### src/rtl/bldc6s_pkg.sv
// Shared types, constants and commutation tables for the six-step bridge controller.
package bldc6s_pkg;

   localparam int CsrIndexW = 3;
   localparam int CsrDataW  = 16;
   localparam int ReqDataW  = 24;
   localparam int RspDataW  = 16;

   localparam logic [CsrIndexW-1:0] CSR_OC_LIMIT   = 3'd0;
   localparam logic [CsrIndexW-1:0] CSR_START_THR  = 3'd1;
   localparam logic [CsrIndexW-1:0] CSR_INIT_DELAY = 3'd2;
   localparam logic [CsrIndexW-1:0] CSR_MIN_DELAY  = 3'd3;
   localparam logic [CsrIndexW-1:0] CSR_DELAY_DEC  = 3'd4;
   localparam logic [CsrIndexW-1:0] CSR_STEP_COUNT = 3'd5;
   localparam logic [CsrIndexW-1:0] CSR_PWM_PERIOD = 3'd6;

   localparam logic [9:0]  RST_OC_LIMIT   = 10'd500;
   localparam logic [7:0]  RST_START_THR  = 8'd10;
   localparam logic [15:0] RST_INIT_DELAY = 16'd5000;
   localparam logic [15:0] RST_MIN_DELAY  = 16'd800;
   localparam logic [15:0] RST_DELAY_DEC  = 16'd40;
   localparam logic [9:0]  RST_STEP_COUNT = 10'd100;
   localparam logic [7:0]  RST_PWM_PERIOD = 8'd100;

   localparam logic [2:0] STEP_FIRST = 3'd1;
   localparam logic [2:0] STEP_LAST  = 3'd6;
   localparam logic [2:0] PHASE_A    = 3'b001;
   localparam logic [2:0] PHASE_B    = 3'b010;
   localparam logic [2:0] PHASE_C    = 3'b100;
   localparam logic [2:0] PHASE_NONE = 3'b000;

   typedef struct packed {
      logic [9:0]  oc_limit;
      logic [7:0]  start_thr;
      logic [15:0] init_delay;
      logic [15:0] min_delay;
      logic [15:0] delay_dec;
      logic [9:0]  step_count;
      logic [7:0]  pwm_period;
   } cfg_type;

   typedef struct packed {
      logic       duty_write;
      logic [7:0] duty_value;
      logic       bemf_edge;
      logic       pwm_tick;
      logic       us_tick;
      logic       adc_valid;
      logic [9:0] adc_value;
   } req_type;

   typedef struct packed {
      logic [2:0] high_gates;
      logic [2:0] low_gates;
      logic [2:0] comm_step;
      logic       running;
      logic       ramping;
      logic       overcurrent_trip;
   } rsp_type;

   function automatic logic [2:0] next_step(input logic [2:0] step);
      logic [2:0] res;
      if (step >= STEP_LAST || step < STEP_FIRST) begin
         res = STEP_FIRST;
      end else begin
         res = step + 3'd1;
      end
      return res;
   endfunction

   function automatic logic [2:0] high_of(input logic [2:0] step);
      logic [2:0] res;
      unique case (step)
         3'd1, 3'd2: res = PHASE_A;
         3'd3, 3'd4: res = PHASE_B;
         3'd5, 3'd6: res = PHASE_C;
         default:    res = PHASE_NONE;
      endcase
      return res;
   endfunction

   function automatic logic [2:0] low_of(input logic [2:0] step);
      logic [2:0] res;
      unique case (step)
         3'd1, 3'd6: res = PHASE_B;
         3'd2, 3'd3: res = PHASE_C;
         3'd4, 3'd5: res = PHASE_A;
         default:    res = PHASE_NONE;
      endcase
      return res;
   endfunction

endpackage

### src/rtl/bldc6s_csr.sv
// Configuration register file of the six-step bridge controller.
module bldc6s_csr (
   input  logic                          clock,
   input  logic                          reset,
   input  logic                          csr_wr_en,
   input  logic [bldc6s_pkg::CsrIndexW-1:0] csr_index,
   input  logic [bldc6s_pkg::CsrDataW-1:0]  csr_wdata,
   output bldc6s_pkg::cfg_type           cfg
);
   import bldc6s_pkg::*;

   cfg_type cfg_ff;
   cfg_type cfg_in;

   always_comb begin
      cfg_in = cfg_ff;
      if (csr_wr_en) begin
         unique case (csr_index)
            CSR_OC_LIMIT:   cfg_in.oc_limit   = csr_wdata[9:0];
            CSR_START_THR:  cfg_in.start_thr  = csr_wdata[7:0];
            CSR_INIT_DELAY: cfg_in.init_delay = csr_wdata;
            CSR_MIN_DELAY:  cfg_in.min_delay  = csr_wdata;
            CSR_DELAY_DEC:  cfg_in.delay_dec  = csr_wdata;
            CSR_STEP_COUNT: cfg_in.step_count = csr_wdata[9:0];
            CSR_PWM_PERIOD: cfg_in.pwm_period = csr_wdata[7:0];
            default:        cfg_in = cfg_ff;
         endcase
      end
   end

   always_ff @(posedge clock) begin
      if (reset) begin
         cfg_ff.oc_limit   <= RST_OC_LIMIT;
         cfg_ff.start_thr  <= RST_START_THR;
         cfg_ff.init_delay <= RST_INIT_DELAY;
         cfg_ff.min_delay  <= RST_MIN_DELAY;
         cfg_ff.delay_dec  <= RST_DELAY_DEC;
         cfg_ff.step_count <= RST_STEP_COUNT;
         cfg_ff.pwm_period <= RST_PWM_PERIOD;
      end else begin
         cfg_ff <= cfg_in;
      end
   end

   assign cfg = cfg_ff;

endmodule

### src/rtl/bldc6s_core.sv
// Commutation, PWM, overcurrent and open-loop ramp state with its next-state logic.
module bldc6s_core (
   input  logic                 clock,
   input  logic                 reset,
   input  logic                 fire,
   input  bldc6s_pkg::cfg_type  cfg,
   input  bldc6s_pkg::req_type  req,
   output bldc6s_pkg::rsp_type  rsp
);
   import bldc6s_pkg::*;

   logic [7:0]  duty_ff, duty_in;
   logic [7:0]  pwm_count_ff, pwm_count_in;
   logic [2:0]  step_ff, step_in;
   logic [2:0]  high_mask_ff, high_mask_in;
   logic [2:0]  low_gates_ff, low_gates_in;
   logic [2:0]  high_gates_ff, high_gates_in;
   logic        run_ff, run_in;
   logic        ramp_ff, ramp_in;
   logic [9:0]  ramp_index_ff, ramp_index_in;
   logic [15:0] ramp_delay_ff, ramp_delay_in;
   logic [15:0] countdown_ff, countdown_in;

   logic [7:0]  duty_a;
   logic [7:0]  duty_b;
   logic        trip;
   logic        run_a;
   logic [2:0]  low_a;
   logic [2:0]  high_a;
   logic [2:0]  step_a;
   logic [2:0]  mask_a;
   logic [2:0]  step_b;
   logic [7:0]  cnt_inc;
   logic        second_adv;
   logic [15:0] delay_shrunk;

   always_comb begin
      duty_a = req.duty_write ? req.duty_value : duty_ff;
      trip   = req.adc_valid && !ramp_ff && (req.adc_value > cfg.oc_limit);

      duty_b = trip ? 8'd0 : duty_a;
      run_a  = trip ? 1'b0 : run_ff;
      low_a  = trip ? PHASE_NONE : low_gates_ff;
      high_a = trip ? PHASE_NONE : high_gates_ff;

      step_a = req.bemf_edge ? next_step(step_ff) : step_ff;
      mask_a = req.bemf_edge ? high_of(step_a) : high_mask_ff;
      if (req.bemf_edge) begin
         low_a = low_of(step_a);
      end

      cnt_inc      = pwm_count_ff + 8'd1;
      pwm_count_in = pwm_count_ff;
      high_gates_in = high_a;
      if (req.pwm_tick) begin
         pwm_count_in = (cnt_inc >= cfg.pwm_period) ? 8'd0 : cnt_inc;
         high_gates_in = (duty_b != 8'd0 && pwm_count_in < duty_b) ? mask_a : PHASE_NONE;
      end

      delay_shrunk = (ramp_delay_ff > cfg.delay_dec) ? ramp_delay_ff - cfg.delay_dec : 16'd0;

      second_adv    = 1'b0;
      ramp_in       = ramp_ff;
      run_in        = run_a;
      ramp_index_in = ramp_index_ff;
      ramp_delay_in = ramp_delay_ff;
      countdown_in  = countdown_ff;
      step_b        = next_step(step_a);
      if (ramp_ff) begin
         if (req.us_tick) begin
            if (countdown_ff > 16'd1) begin
               countdown_in = countdown_ff - 16'd1;
            end else begin
               countdown_in = 16'd0;
               if (ramp_delay_ff > cfg.min_delay) begin
                  ramp_delay_in = delay_shrunk;
               end
               ramp_index_in = ramp_index_ff + 10'd1;
               if (duty_b == 8'd0 || ramp_index_in >= cfg.step_count) begin
                  ramp_in = 1'b0;
                  run_in  = 1'b1;
               end else begin
                  second_adv   = 1'b1;
                  countdown_in = ramp_delay_in;
               end
            end
         end
      end else if (!run_a && duty_b > cfg.start_thr) begin
         ramp_in       = 1'b1;
         ramp_index_in = 10'd0;
         ramp_delay_in = cfg.init_delay;
         countdown_in  = cfg.init_delay;
         second_adv    = 1'b1;
      end

      step_in      = second_adv ? step_b : step_a;
      high_mask_in = second_adv ? high_of(step_b) : mask_a;
      low_gates_in = second_adv ? low_of(step_b) : low_a;
      duty_in      = duty_b;

      if (!ramp_in && duty_b == 8'd0) begin
         run_in        = 1'b0;
         low_gates_in  = PHASE_NONE;
         high_gates_in = PHASE_NONE;
      end

      rsp.high_gates       = high_gates_in;
      rsp.low_gates        = low_gates_in;
      rsp.comm_step        = step_in;
      rsp.running          = run_in;
      rsp.ramping          = ramp_in;
      rsp.overcurrent_trip = trip;
   end

   always_ff @(posedge clock) begin
      if (reset) begin
         duty_ff       <= 8'd0;
         pwm_count_ff  <= 8'd0;
         step_ff       <= STEP_FIRST;
         high_mask_ff  <= PHASE_A;
         low_gates_ff  <= PHASE_B;
         high_gates_ff <= PHASE_NONE;
         run_ff        <= 1'b0;
         ramp_ff       <= 1'b0;
         ramp_index_ff <= 10'd0;
         ramp_delay_ff <= RST_INIT_DELAY;
         countdown_ff  <= 16'd0;
      end else if (fire) begin
         duty_ff       <= duty_in;
         pwm_count_ff  <= pwm_count_in;
         step_ff       <= step_in;
         high_mask_ff  <= high_mask_in;
         low_gates_ff  <= low_gates_in;
         high_gates_ff <= high_gates_in;
         run_ff        <= run_in;
         ramp_ff       <= ramp_in;
         ramp_index_ff <= ramp_index_in;
         ramp_delay_ff <= ramp_delay_in;
         countdown_ff  <= countdown_in;
      end
   end

endmodule

### src/rtl/bldc6s_core_unit_placeholder_removed.sv
// Request input register stage of the six-step bridge controller.
module bldc6s_in_stage (
   input  logic                            clock,
   input  logic                            reset,
   input  logic                            req_tvalid,
   output logic                            req_tready,
   input  logic [bldc6s_pkg::ReqDataW-1:0] req_tdata,
   input  logic                            advance,
   output logic                            valid,
   output bldc6s_pkg::req_type             req
);
   import bldc6s_pkg::*;

   logic    valid_ff;
   logic    valid_in;
   req_type req_ff;
   req_type req_in;

   always_comb begin
      req_tready = !valid_ff || advance;
      valid_in   = req_tready ? req_tvalid : valid_ff;
      req_in.duty_write = req_tdata[0];
      req_in.duty_value = req_tdata[8:1];
      req_in.bemf_edge  = req_tdata[9];
      req_in.pwm_tick   = req_tdata[10];
      req_in.us_tick    = req_tdata[11];
      req_in.adc_valid  = req_tdata[12];
      req_in.adc_value  = req_tdata[22:13];
   end

   always_ff @(posedge clock) begin
      if (reset) begin
         valid_ff <= 1'b0;
      end else begin
         valid_ff <= valid_in;
      end
      if (req_tvalid && req_tready) begin
         req_ff <= req_in;
      end
   end

   assign valid = valid_ff;
   assign req   = req_ff;

endmodule

### src/rtl/bldc_six_step_commutation_ctrl_unit.sv
// Top level of the six-step BLDC bridge controller.
//
//   Channel  Direction  Handshake              Payload
//   req      in         req_tvalid/req_tready  req_tdata, 24 bits
//   rsp      out        rsp_tvalid/rsp_tready  rsp_tdata, 16 bits
//   csr      in         csr_wr_en              csr_index, csr_wdata
//
// One request is taken every clock while the response register is free or being
// drained; each response is registered from the request register's state update.
// The rate is set by the single pass through the state update logic between the
// request register and the response register.
// Synchronous reset clears the control state and loads the register defaults.
// A stalled response holds its data and stops the request register from moving.
module bldc_six_step_commutation_ctrl_unit (
   input  logic                             clock,
   input  logic                             reset,
   input  logic                             req_tvalid,
   output logic                             req_tready,
   // duty_write[0], duty_value[8:1], bemf_edge[9], pwm_tick[10], us_tick[11],
   // adc_valid[12], adc_value[22:13], zero[23]
   input  logic [bldc6s_pkg::ReqDataW-1:0]  req_tdata,
   output logic                             rsp_tvalid,
   input  logic                             rsp_tready,
   // gate_a_high[0], gate_a_low[1], gate_b_high[2], gate_b_low[3], gate_c_high[4],
   // gate_c_low[5], comm_step[8:6], running[9], ramping[10], overcurrent_trip[11],
   // zero[15:12]
   output logic [bldc6s_pkg::RspDataW-1:0]  rsp_tdata,
   input  logic                             csr_wr_en,
   input  logic [bldc6s_pkg::CsrIndexW-1:0] csr_index,
   input  logic [bldc6s_pkg::CsrDataW-1:0]  csr_wdata
);
   import bldc6s_pkg::*;

   cfg_type cfg;
   req_type req;
   rsp_type rsp;
   logic    req_valid;
   logic    advance;
   logic    rsp_valid_ff, rsp_valid_in;
   logic [RspDataW-1:0] rsp_data_ff, rsp_data_in;

   bldc6s_csr u_csr (
      .clock     (clock),
      .reset     (reset),
      .csr_wr_en (csr_wr_en),
      .csr_index (csr_index),
      .csr_wdata (csr_wdata),
      .cfg       (cfg)
   );

   bldc6s_in_stage u_in_stage (
      .clock      (clock),
      .reset      (reset),
      .req_tvalid (req_tvalid),
      .req_tready (req_tready),
      .req_tdata  (req_tdata),
      .advance    (advance),
      .valid      (req_valid),
      .req        (req)
   );

   bldc6s_core u_core (
      .clock (clock),
      .reset (reset),
      .fire  (advance),
      .cfg   (cfg),
      .req   (req),
      .rsp   (rsp)
   );

   always_comb begin
      advance = req_valid && (!rsp_valid_ff || rsp_tready);
      if (advance) begin
         rsp_valid_in = 1'b1;
      end else if (rsp_tready) begin
         rsp_valid_in = 1'b0;
      end else begin
         rsp_valid_in = rsp_valid_ff;
      end
      rsp_data_in = {4'd0, rsp.overcurrent_trip, rsp.ramping, rsp.running, rsp.comm_step,
                     rsp.low_gates[2], rsp.high_gates[2], rsp.low_gates[1],
                     rsp.high_gates[1], rsp.low_gates[0], rsp.high_gates[0]};
   end

   always_ff @(posedge clock) begin
      if (reset) begin
         rsp_valid_ff <= 1'b0;
      end else begin
         rsp_valid_ff <= rsp_valid_in;
      end
      if (advance) begin
         rsp_data_ff <= rsp_data_in;
      end
   end

   assign rsp_tvalid = rsp_valid_ff;
   assign rsp_tdata  = rsp_data_ff;

endmodule

### config.mk
export PLATFORM = sky130hd
export DESIGN_NAME = bldc_six_step_commutation_ctrl_unit
export DESIGN_NICKNAME = d
export VERILOG_FILES = /design/src/rtl/bldc6s_pkg.sv /design/src/rtl/bldc6s_csr.sv /design/src/rtl/bldc6s_core.sv /design/src/rtl/bldc6s_core_unit_placeholder_removed.sv /design/src/rtl/bldc_six_step_commutation_ctrl_unit.sv
export SDC_FILE = /design/constraint.sdc
export NUM_CORES = 1
export LEC_CHECK = 0
export ABC_AREA = 1
export BUFFER_PORTS_ARGS = -buffer_cell sky130_fd_sc_hd__buf_2
export CAP_MARGIN = 40
export CELL_PAD_IN_SITES_DETAIL_PLACEMENT = 0
export CELL_PAD_IN_SITES_GLOBAL_PLACEMENT = 1
export CORE_AREA = 8 8 159 161
export DETAILED_ROUTE_END_ITERATION = 10
export DIE_AREA = 0 0 167 169
export GPL_ROUTABILITY_DRIVEN = 1
export GPL_TIMING_DRIVEN = 0
export PLACE_DENSITY_LB_ADDON = 0.1
export SKIP_CTS_REPAIR_TIMING = 1
export SYNTH_ARGS = -nofsm -noshare
export SYNTH_HDL_FRONTEND = slang
export SYNTH_SLANG_ARGS = --single-unit
### constraint.sdc
create_clock -name clock -period 8.15 [get_ports clock]
set_clock_uncertainty 0.05 [all_clocks]
set_input_delay 0.4075 -clock clock [delete_from_list [all_inputs] [get_ports clock]]
set_output_delay 0.4075 -clock clock [all_outputs]
set_load 0.02 [all_outputs]
==> summary.txt, run 1 <==
Synth
  • Number of flops mapped to enable cells by yosys: 35
  • Ranking of synthesized cells by area: dfxtp_1 (29%), nand2_1 (10%), ha_1 (9.8%), edfxtp_1 (9.6%), a21oi_1 (8.1%)
  • Synthesized area: 10,900 µm²
  • Seq/Total Area, Yosys: 38.5%
  • Most frequent cells after synthesis: nand2_1 (301), inv_1 (227), a21oi_1 (176), dfxtp_1 (158), o21ai_0 (146)
  • Mapped Cells: around 1,500
  • Ys flop type: dfxtp_1
  • YS warnings: 0
  • #FFs+latches synth: between 150 and 200
  • Count of cell types in the netlist: between 40 and 50
  • Yosys top cell area share: between 20% and 30%
  • Most frequent cell after synthesis: nand2_1
  • Avg Inst Size Synth: 7.26 µm²
  • Largest area contributor in the netlist: dfxtp_1
  • Async SR Flop Fraction: 0%

Setup path
  • Crit path buffers/inverters: 5
  • Crit Path Category: register to register
  • Crit Reg-Reg Startpoint: u_in_stage.req[7]
  • Crit-path cells: ha_1, nand2_1, nand2_1, a21oi_1, nand3_2, nand2_2, buf_6, clkbuf_1, nand2_1, inv_1, ha_1, nand2_1, nor4_1, a31oi_1, nand2_2, a21oi_4, nand2_4, nor2_4, inv_2, clkbuf_1, nor2_1, a21oi_1
  • Crit path from: u_in_stage.req[7]
  • Most used cell, CP: nand2_1
  • CP Capture Point: u_core.ramp_delay_ff[1]
  • CP delay by family, top: simple AND/OR/NAND/NOR gates
  • CP Launch Type: register
  • Req. time, crit path: 8410 ps
  • Worst-path fanout max: 10
  • CP endpoint kind: register
  • Worst path max stage delay: roughly 400 ps
  • Terminus of the critical flop-to-flop path: u_core.ramp_delay_ff[1]
  • Slowest CP cell: edfxtp_1
  • Cell count along the critical path: 22
  • Reg-to-reg setup timing slack: 3860 ps
  • WP data arrival: about 4600 ps
  • Worst Reg2Reg Path Length in Cells: 22

Die
  • Die area: 28,200 µm²
  • IO Count: between 60 and 70
  • Initial Utilization: 47.8%
  • DIE WIDTH: around 170 µm
  • Core Area: around 23,000 µm²
  • Height of the die: approximately 170 µm
  • Row Count: 56

STA
  • Final slew viol count: 0
  • Final min period: 4290 ps
  • Final worst path period share: around 53%
  • RSZ-0062 raised after global routing: false
  • Slew HR: between 40% and 50%
  • Final setup vio count: 0
  • Fmax: roughly 230 MHz
  • Setup TNS: 0 ps
  • Slew @ Worst Pin: between 700 and 800 ps
  • Count of final hold-check violations: 0

Flow run
  • Max cap viols: 0

Global route
  • First-pass GRT wire length: ~50,000 µm
  • Congestion Overflow GR: 0
  • Vias in the first global route: 9,699
  • Initial antenna violation count: 0
  • Largest net degree at the start of global routing: 22
  • GRT Total Usage: between 20% and 30%

Finish
  • Area Growth Syn to Fin: 12.0%
  • Share of cells above drive strength 1: between 7 and 8%
  • Non-filler cells, final: ~1,900
  • Layout net count: roughly 1,700
  • Fin util: 53.5%
  • Antenna diode count: 0
  • Design Area, Final: roughly 12,000 µm²

Routing
  • Total Wirelength: between 30,000 and 40,000 µm
  • Vias/cell: 5.21
  • Vias: between 9,000 and 10,000
  • DRC: 0
  • First-pass DRT Iterations: 5
  • Initial drt markers: 640
  • Number of antenna-violating nets in the routed design: 0
  • Drt wl/cell: about 16 µm

Clock tree
  • Clock transition at path regs: 80 ps
  • Htree depth: 4
  • CTS tree: built
  • Clock Tree Root: clkbuf_16
  • Clock sinks: approximately 190
  • Num CTS Buffers: 17
  • Clock Latency Late Sink: between 400 and 500 ps
  • Clock Path Buffers: 2

Placed design
  • Dpl cells: 1,861
  • Port Buf Inserts: ~60
  • DP HPWL: approximately 24,000 µm
  • Post-DP Area: roughly 12,000 µm²
  • Gpl congestion: 0.878

Power and ir drop
  • Leak Pwr: around 5.7 nW
  • Largest vdd supply drop: about 0.11 mV
  • PD cells: between 200 and 250 nW/µm²

Min path
  • Hold Crit Class: input port to register

Run status
  • Status: finished, final reports clean
routing by layer:
layer | share of wire (%) | GRT usage (%)
met1 | 45 | 26.6
met4 | 2.2 | 7.29
met3 | 2.5 | 2.61
met5 | 0 | 0
met2 | 50 | 40.5
worst min path at each step:
stage	from	endpoint	slack, ps	cells after the start
after CTS	req_tdata[12]	u_in_stage.req[10]	70	1
after floorplan	u_csr.cfg[57]	u_csr.cfg[57]	380	2
final	req_tdata[9]	u_in_stage.req[13]	90	1
after global routing	req_tdata[15]	u_in_stage.req[2]	70	1
after global placement	u_csr.cfg[55]	u_csr.cfg[55]	400	2
after detailed placement	u_csr.cfg[65]	u_csr.cfg[65]	400	2
logic make-up after synthesis:
logic type                 Yosys count  share of synthesized area [%]
and+or+nand+nor                    519                           19.6
AOI/OAI and AO/OA                  390                           19.2
buffers and inverters              288                           10.4
DFF                                193                           38.5
adders and majority gates           87                           10.0
xor gates and xnor gates            28                           2.24
other                                1                         0.0343
muxes                                1                         0.0915
final cells by class:
cell class              count  area [µm²]
fillers                  2267       10700
multi-input cells        1029        5600
flip-flops and latches    193        4210
inverters                 232         871
clock buffers              20         468
well taps                 290         363
repair buffers             61         334
plain buffers              56         264
clock inverters            12         141
sequential cells by signal, indices dropped and copies added, names as in the netlist:
name                  flops
u_csr.cfg                84
u_core.high_gates_ff      3
u_core.pwm_count_ff       8
u_core.duty_ff            8
u_core.ramp_delay_ff     16
rsp_tvalid                1
u_core.step_ff            3
u_in_stage.valid          1
u_core.high_mask_ff       3
u_core.ramp_index_ff     10
rsp_tdata                12
u_core.low_gates_ff       3
u_in_stage.req           23
u_core.run_ff             1
u_core.countdown_ff      16
u_core.ramp_ff            1
placed cells by master (no fill, tap or decap), types with 3 or more instances in the layout:
master,n
o21ai_0,146
nand2_1,301
nor3_1,14
ha_1,86
o211ai_1,24
nand2_2,5
xnor2_1,10
a211oi_1,11
a21oi_1,176
a21o_1,3
buf_6,5
inv_1,227
dfxtp_1,158
o22ai_1,7
inv_2,4
edfxtp_1,35
nand4_1,6
nor4_1,4
xor2_1,18
a31oi_1,3
buf_2,65
or2_2,4
o21a_1,3
clkbuf_1,41
conb_1,4
buf_4,4
nor2_1,111
nand3_1,65
o21bai_1,3
inv_6,4
o21ai_1,9
clkbuf_16,18
report_power, final:
group,switching (mW),internal (mW),total (mW)
logic,0.411,0.200,0.612
clock network,0.399,0.487,0.886
registers,0.0342,1.03,1.06
total,0.844,1.72,2.56
per-stage QoR:
step / total power, mW / hold slack [ps] / setup WS, ps
after global placement: 1.68 / 396 / 3880
after detailed placement: 1.69 / 403 / 3860
final: 2.56 / 91.9 / 3860
after floorplan: 1.51 / 379 / 4770
after global routing: 2.70 / 69.8 / 3430
after CTS: 2.58 / 72.4 / 3840
No activity file was read; power rests on OpenSTA's default activity.
==> run 2: changes to the inputs <==
ABC_AREA = 0   (was 1)
CORE_AREA = 8 8 170 172   (was 8 8 159 161)
DIE_AREA = 0 0 178 180   (was 0 0 167 169)
clock period = 3.85 ns   (was 8.15 ns; I/O delays follow)
==> run 2 against run 1 <==
Against the previous run: the flow now finishes with violations (negative setup slack); cell count shrank 4.5%; non-clock buffer count grew 63; global-route usage decreased by 1.4 points; synthesized cell count shrank 13%; sequential power up 110%; sequential share of layout area decreased by 2.7 points; critical path depth shrank 3; largest cell class unchanged.
==> summary.txt, run 2 <==
Finish
  • Design Area, Final: 13,300 µm² (+8.6%)
  • Most common cell after layout, fill and taps aside: nand2_1
  • Fin util: 50.5% (-3.0 points)
  • Area Growth Syn to Fin: 23.1%
  • Share of cells above drive strength 1: 17.0% (+9.2 points)
  • Antenna diode count: 0 (unchanged)
  • Layout net count: 1,589 (-7.9%)
  • Commonest cells after routing, fill and taps aside: nand2_1 (203), dfxtp_1 (158), a21oi_1 (117)
  • Max reg flops: 84 (unchanged)

Placed design
  • Port Buf Inserts: 58 (-1.7%)
  • Gpl congestion: 0.898 (+2.3%)
  • Post-DP Area: 11,600 µm² (-0.43%)
  • DP HPWL: 25,400 µm (+5.8%)

Synth
  • Async SR Flop Fraction: 0% (unchanged)
  • Most frequent cells after synthesis: nand2_1 (213), dfxtp_1 (158), a21oi_1 (129), nor2_1 (112), inv_1 (92)
  • Seq/Total Area, Yosys: 39.0% (+0.46 points)
  • Ys flop type: dfxtp_1
  • Synthesized area: 10,800 µm² (-1.2%)
  • #FFs+latches synth: 193 (unchanged)
  • Number of flops mapped to enable cells by yosys: 35 (unchanged)
  • Avg Inst Size Synth: 8.23 µm² (+13%)
  • Ranking of synthesized cells by area: dfxtp_1 (29%), ha_1 (10%), edfxtp_1 (9.7%), nand2_1 (7.4%), a21oi_1 (6.0%)
  • Count of cell types in the netlist: 71 (+51%)
  • Yosys top cell area share: 29.3% (+0.34 points)
  • YS warnings: 0 (unchanged)
  • Most frequent cell after synthesis: nand2_1
  • Largest area contributor in the netlist: dfxtp_1
  • Mapped Cells: 1,314 (-13%)

Global route
  • Congestion Overflow GR: 0 (unchanged)
  • Initial antenna violation count: 0 (unchanged)
  • GRT Total Usage: 20.8% (-1.4 points)
  • First-pass GRT wire length: 52,000 µm (+4.6%)
  • Vias in the first global route: 9,355 (-3.5%)
  • Largest net degree at the start of global routing: 20 (-9.1%)

Die
  • IO Count: 66 (unchanged)
  • Core Area: 26,400 µm² (+15%)
  • DIE WIDTH: 178 µm (+6.6%)
  • Initial Utilization: 41.0% (-6.7 points)
  • Row Count: 60 (+7.1%)
  • Die area: 32,000 µm² (+14%)
  • Height of the die: 180 µm (+6.5%)

Routing
  • DRC: 0 (unchanged)
  • Initial drt markers: 653 (+2.0%)
  • Number of antenna-violating nets in the routed design: 0 (unchanged)
  • Vias/cell: 5.38 (+3.4%)
  • Total Wirelength: 34,200 µm (+9.9%)
  • Drt wl/cell: 18.9 µm (+15%)
  • Vias: 9,734 (-1.2%)
  • First-pass DRT Iterations: 7 (+2)

Clock tree
  • Clock transition at path regs: 80 ps (about the same)
  • Clock Path Buffers: 2 (unchanged)
  • Htree depth: 4 (unchanged)
  • Clock Tree Root: clkbuf_16
  • CTS tree: built
  • Clock sinks: 193 (unchanged)
  • Num CTS Buffers: 17 (unchanged)
  • Clock Latency Late Sink: 440 ps (about the same)

STA
  • Final min period: 4050 ps (-241 ps)
  • Hold_ws: 12.8 ps (-79.2 ps)
  • Final worst path period share: 105% (+53 points)
  • Count of final hold-check violations: 0 (unchanged)
  • RSZ-0062 raised after global routing: true
  • Slew HR: 29.5% (-16 points)
  • Fmax: 247 MHz (+6.0%)
  • PnR worst setup slack: -201 ps (-4060 ps)
  • Final setup vio count: 63 (+63)
  • Final slew viol count: 0 (unchanged)
  • Slew @ Worst Pin: 1060 ps (+259 ps)

Setup path
  • Crit Reg-Reg Startpoint: u_in_stage.req[9]
  • Req. time, crit path: 4170 ps (-4240 ps)
  • CP Launch Type: register
  • Slowest CP cell: edfxtp_1
  • Worst-path fanout max: 8 (-2)
  • WP data arrival: 4370 ps (-190 ps)
  • Terminus of the critical flop-to-flop path: u_core.high_mask_ff[0]
  • Worst Reg2Reg Path Length in Cells: 19 (-14%)
  • Reg-to-reg setup timing slack: -200 ps (-4060 ps)
  • Crit Path Category: register to register
  • Crit-path cells: ha_4, nand4_1, a211oi_2, a2111oi_4, buf_4, or2_4, nand2_4, inv_4, ha_4, nand2b_4, a21oi_2, o41ai_2, a21oi_2, and3_4, nor2_4, buf_8, buf_6, or3_4, a31oi_1
  • Worst path max stage delay: 440 ps (+40 ps)
  • CP endpoint kind: register

Min path
  • Hold Path Cell Cnt: 3 (+2)
  • Hold Crit Class: input port to register
  • Hold Path End: u_csr.cfg[47]
  • Hold Path Origin: csr_wdata[13]

Power and ir drop
  • Leak Pwr: 5.25 nW (-8.3%)
  • Pwr Total: 5.22 mW (+100%)
  • Largest vdd supply drop: 0.234 mV (+110%)
  • PD cells: 392 nW/µm² (+88%)

Run status
  • Status: complete, but fails checks
  • Failing checks: negative setup slack

Flow run
  • Max cap viols: 0 (unchanged)
-- run 2: changes by cell type in the layout (fill, tap and decap cells not counted), sizes merged, moves of 15 or more --
| cell | previous run | this run |
|---|---|---|
| a211oi | 11 | 26 |
| a21oi | 177 | 129 |
| buf | 76 | 107 |
| dlygate4sd3 | 0 | 28 |
| inv | 237 | 101 |
| nand2 | 307 | 213 |
| nand2b | 0 | 16 |
| nand3 | 66 | 38 |
| o21ai | 155 | 50 |
-- run 2: power breakdown --
group          total (mW)  switching [mW]  internal, mW
logic                1.22           0.729         0.496
registers            2.22          0.0728          2.14
clock network        1.78           0.897         0.882
-- run 2: kinds of logic (layout without fill, tap and decap cells) --
| family | count (synthesis) | after routing | synth area share, % |
|---|---|---|---|
| simple gates | 478 | 478 | 19.8 |
| mux | 15 | 15 | 1.50 |
| buf+inv | 155 | 305 | 5.70 |
| compound gates | 346 | 346 | 20.6 |
| fa+ha+maj | 87 | 87 | 10.1 |
| flops | 193 | 193 | 39.0 |
| other cells | 1 | 4 | 0.0347 |
| xor+xnor | 39 | 39 | 3.16 |
-- run 2: routing by layer --
layer	global-route usage, %	routed length (µm)	up-vias	share of wire [%]
met1	29.1	16500	4577	48
met2	32.8	15700	202	46
met5	0	0	-	0
met4	6.47	807	0	2.4
met3	2.41	1250	49	3.7
li1	-	-	4906	-
-- run 2: area by class of cell --
class | instances | area, µm²
clock inverter | 14 | 139
inverter | 93 | 358
tap | 341 | 427
clock buffer | 18 | 439
buffer | 60 | 319
fill | 2565 | 13000
multi-input combinational | 969 | 6540
timing repair buffer | 120 | 880
sequential | 193 | 4210
-- run 2: stage by stage --
stage	setup TNS, ps	cells	setup slack, ps
floorplan	0	1317	23.4
global placement	-80210	1716	-1580
detailed placement	-55800	1723	-1210
CTS	-57450	1755	-1240
global route	-18510	1808	-388
finish	-6140	1808	-201
-- run 2: critical path, delay by kind of cell, from the launching register on --
kind / cells / cell delay [ps]
simple gates: 7 / 1300
buf+inv: 4 / 470
compound gates: 6 / 1140
fa+ha+maj: 2 / 570
flops: 1 / 440
-- run 2: worst max path at each step --
stage / from / endpoint / slack (ps) / cells after the start
after floorplan: u_in_stage.req[7] / u_core.high_mask_ff[2] / 20 / 18
after global placement: u_in_stage.req[7] / u_core.countdown_ff[13] / -1580 / 18
after detailed placement: u_in_stage.req[5] / u_core.countdown_ff[13] / -1210 / 19
after CTS: u_in_stage.req[5] / u_core.countdown_ff[13] / -1240 / 19
after global routing: u_in_stage.req[9] / u_core.high_mask_ff[0] / -390 / 19
final: u_in_stage.req[9] / u_core.high_mask_ff[0] / -200 / 19
==> run 3: changes to the inputs <==
ABC_AREA = 1   (was 0)
CORE_AREA = 8 8 165 167   (was 8 8 170 172)
DIE_AREA = 0 0 173 175   (was 0 0 178 180)
clock period = 4.5 ns   (was 3.85 ns; I/O delays follow)
==> run 3 against run 2 <==
Against the previous run: the flow now finishes without violations; combinational power shrank 7%; maximum frequency up 4.5%; cell count grew 8.1%; global-route usage shrank 0.072 points; clock-buffer cell count is the same; non-clock buffer count down 41; register-to-register slack improved by 820 ps; die area decreased by 5.5%; utilization rose by 0.19 points; sequential power down 14%; first-iteration DRC count decreased by 9.3%; critical endpoint is now u_core.ramp_index_ff[0].
==> summary.txt, run 3 (same netlist as run 1, synthesis figures left out) <==
Run status
  • Status: finished, final reports clean

Setup path
  • Req. time, crit path: 4790 ps (+620 ps)
  • Crit Reg-Reg Startpoint: u_in_stage.req[9]
  • CP endpoint kind: register
  • CP Launch Type: register
  • Crit Path Category: register to register
  • Worst Reg2Reg Path Length in Cells: 22 (+3)
  • Reg-to-reg setup timing slack: 620 ps (+820 ps)
  • Terminus of the critical flop-to-flop path: u_core.ramp_index_ff[0]
  • Worst-path fanout max: 19 (+11)
  • WP data arrival: 4170 ps (-200 ps)

Global route
  • Initial antenna violation count: 0 (unchanged)
  • First-pass GRT wire length: 50,100 µm (-3.7%)
  • Congestion Overflow GR: 0 (unchanged)
  • Largest net degree at the start of global routing: 22 (+10%)
  • GRT Total Usage: 20.7% (-0.072 points)
  • Vias in the first global route: 9,596 (+2.6%)

STA
  • Final setup vio count: 0 (-100%)
  • Slew HR: 45.3% (+16 points)
  • Final worst path period share: 86.1% (-19 points)
  • Hold_ws: 4.15 ps (-8.62 ps)
  • RSZ-0062 raised after global routing: false
  • Count of final hold-check violations: 0 (unchanged)
  • Setup TNS: 0 ps (+6140 ps)
  • Slew @ Worst Pin: 814 ps (-244 ps)
  • Final slew viol count: 0 (unchanged)
  • Fmax: 258 MHz (+4.5%)
  • Final min period: 3880 ps (-175 ps)

Finish
  • Share of cells above drive strength 1: 7.63% (-9.4 points)
  • Antenna diode count: 0 (unchanged)
  • Layout net count: 1,747 (+9.9%)
  • Max reg flops: 84 (unchanged)
  • Commonest cells after routing, fill and taps aside: nand2_1 (301), inv_1 (227), a21oi_1 (176)
  • Most common cell after layout, fill and taps aside: nand2_1
  • Area Growth Syn to Fin: 14.3%
  • Non-filler cells, final: 1,955 (+8.1%)
  • Design Area, Final: 12,500 µm² (-6.0%)

Placed design
  • Dpl cells: 1,901 (+10%)
  • Gpl congestion: 0.854 (-5.0%)
  • Port Buf Inserts: 59 (+1.7%)
  • DP HPWL: 24,100 µm (-5.1%)
  • Post-DP Area: 11,700 µm² (+0.86%)

Die
  • Initial Utilization: 44.3% (+3.3 points)
  • IO Count: 66 (unchanged)
  • Core Area: 24,700 µm² (-6.4%)
  • Row Count: 58 (-3.3%)
  • Height of the die: 175 µm (-2.8%)
  • DIE WIDTH: 173 µm (-2.8%)
  • Die area: 30,300 µm² (-5.5%)

Min path
  • Hold Path Cell Cnt: 4 (+1)
  • Hold Path Origin: rsp_tready
  • Hold Path End: rsp_tvalid
  • Hold Crit Class: input port to register

Power and ir drop
  • Leak Pwr: 5.81 nW (+11%)
  • PD cells: 370 nW/µm² (-5.8%)
  • Largest vdd supply drop: 0.235 mV (+0.37%)

Routing
  • Drt wl/cell: 16.2 µm (-14%)
  • Vias: 9,959 (+2.3%)
  • First-pass DRT Iterations: 5 (-2)
  • Total Wirelength: 31,600 µm (-7.4%)
  • DRC: 0 (unchanged)
  • Vias/cell: 5.09 (-5.4%)
  • Number of antenna-violating nets in the routed design: 0 (unchanged)
  • Initial drt markers: 592 (-9.3%)

Clock tree
  • Clock transition at path regs: 80 ps (about the same)
  • Clock Path Buffers: 2 (unchanged)
  • Clock Latency Late Sink: 450 ps (about the same)
  • Clock Tree Root: clkbuf_16
  • Htree depth: 4 (unchanged)
  • Clock sinks: 193 (unchanged)
  • Num CTS Buffers: 17 (unchanged)
  • CTS tree: built

Flow run
  • Max cap viols: 0 (unchanged)
[run 3: how the worst max path moves through the flow]
stage,from,endpoint,depth (start not counted)
2_1_floorplan,u_in_stage.req[9],u_core.ramp_delay_ff[7],23
3_3_place_gp,u_in_stage.req[9],u_core.ramp_delay_ff[1],22
3_5_place_dp,u_in_stage.req[9],u_core.ramp_delay_ff[2],22
4_1_cts,u_in_stage.req[9],u_core.ramp_delay_ff[2],23
5_1_grt,u_in_stage.req[9],u_core.ramp_index_ff[0],23
6_report,u_in_stage.req[9],u_core.ramp_index_ff[0],22
[run 3: metal layers]
metal	global-route usage (%)	wire, µm
met1	25.1	14300
met2	37.1	15600
met3	3.02	1040
met4	6.86	663
met5	0	0
[run 3: layout make-up]
| type | instances | area [µm²] |
|---|---|---|
| fillers | 2515 | 12200 |
| multi-input cells | 1029 | 5600 |
| flip-flops and latches | 193 | 4210 |
| inverters | 232 | 871 |
| repair buffers | 84 | 564 |
| clock buffers | 18 | 429 |
| well taps | 330 | 413 |
| plain buffers | 55 | 262 |
| clock inverters | 14 | 153 |
[run 3: report_power, final]
group | internal, mW | switching [mW] | leakage [nW]
Combinational | 0.375 | 0.753 | 3.90
Sequential | 1.86 | 0.0608 | 1.63
Clock | 0.830 | 0.743 | 0.278
Total | 3.07 | 1.56 | 5.81
[run 3: through the flow]
stage / power, mW / util [%] / setup slack, ps
6_report: 4.62 / 50.7 / 624
5_1_grt: 4.86 / 50.7 / 363
4_1_cts: 4.64 / 49.8 / 176
3_5_place_dp: 3.07 / 47.4 / 198
3_3_place_gp: 3.06 / 47.3 / 224
2_1_floorplan: 2.73 / - / 1120
[run 3: worst max-delay path: stages (launching register included)]
cell and delay, ps:
edfxtp_1 370, ha_1 300, nand2_1 80, nor2_2 190, nand3_1 110, nand3_2 90, nand2_2 100, buf_6 190
nand2_1 150, inv_1 70, ha_1 290, nand2_1 80, o21bai_1 150, a31oi_1 230, nand2_2 110, a21oi_4 280
nand2_4 190, nor2_4 180, inv_2 60, buf_6 140, buf_6 150, a21oi_1 130, nor2_1 60
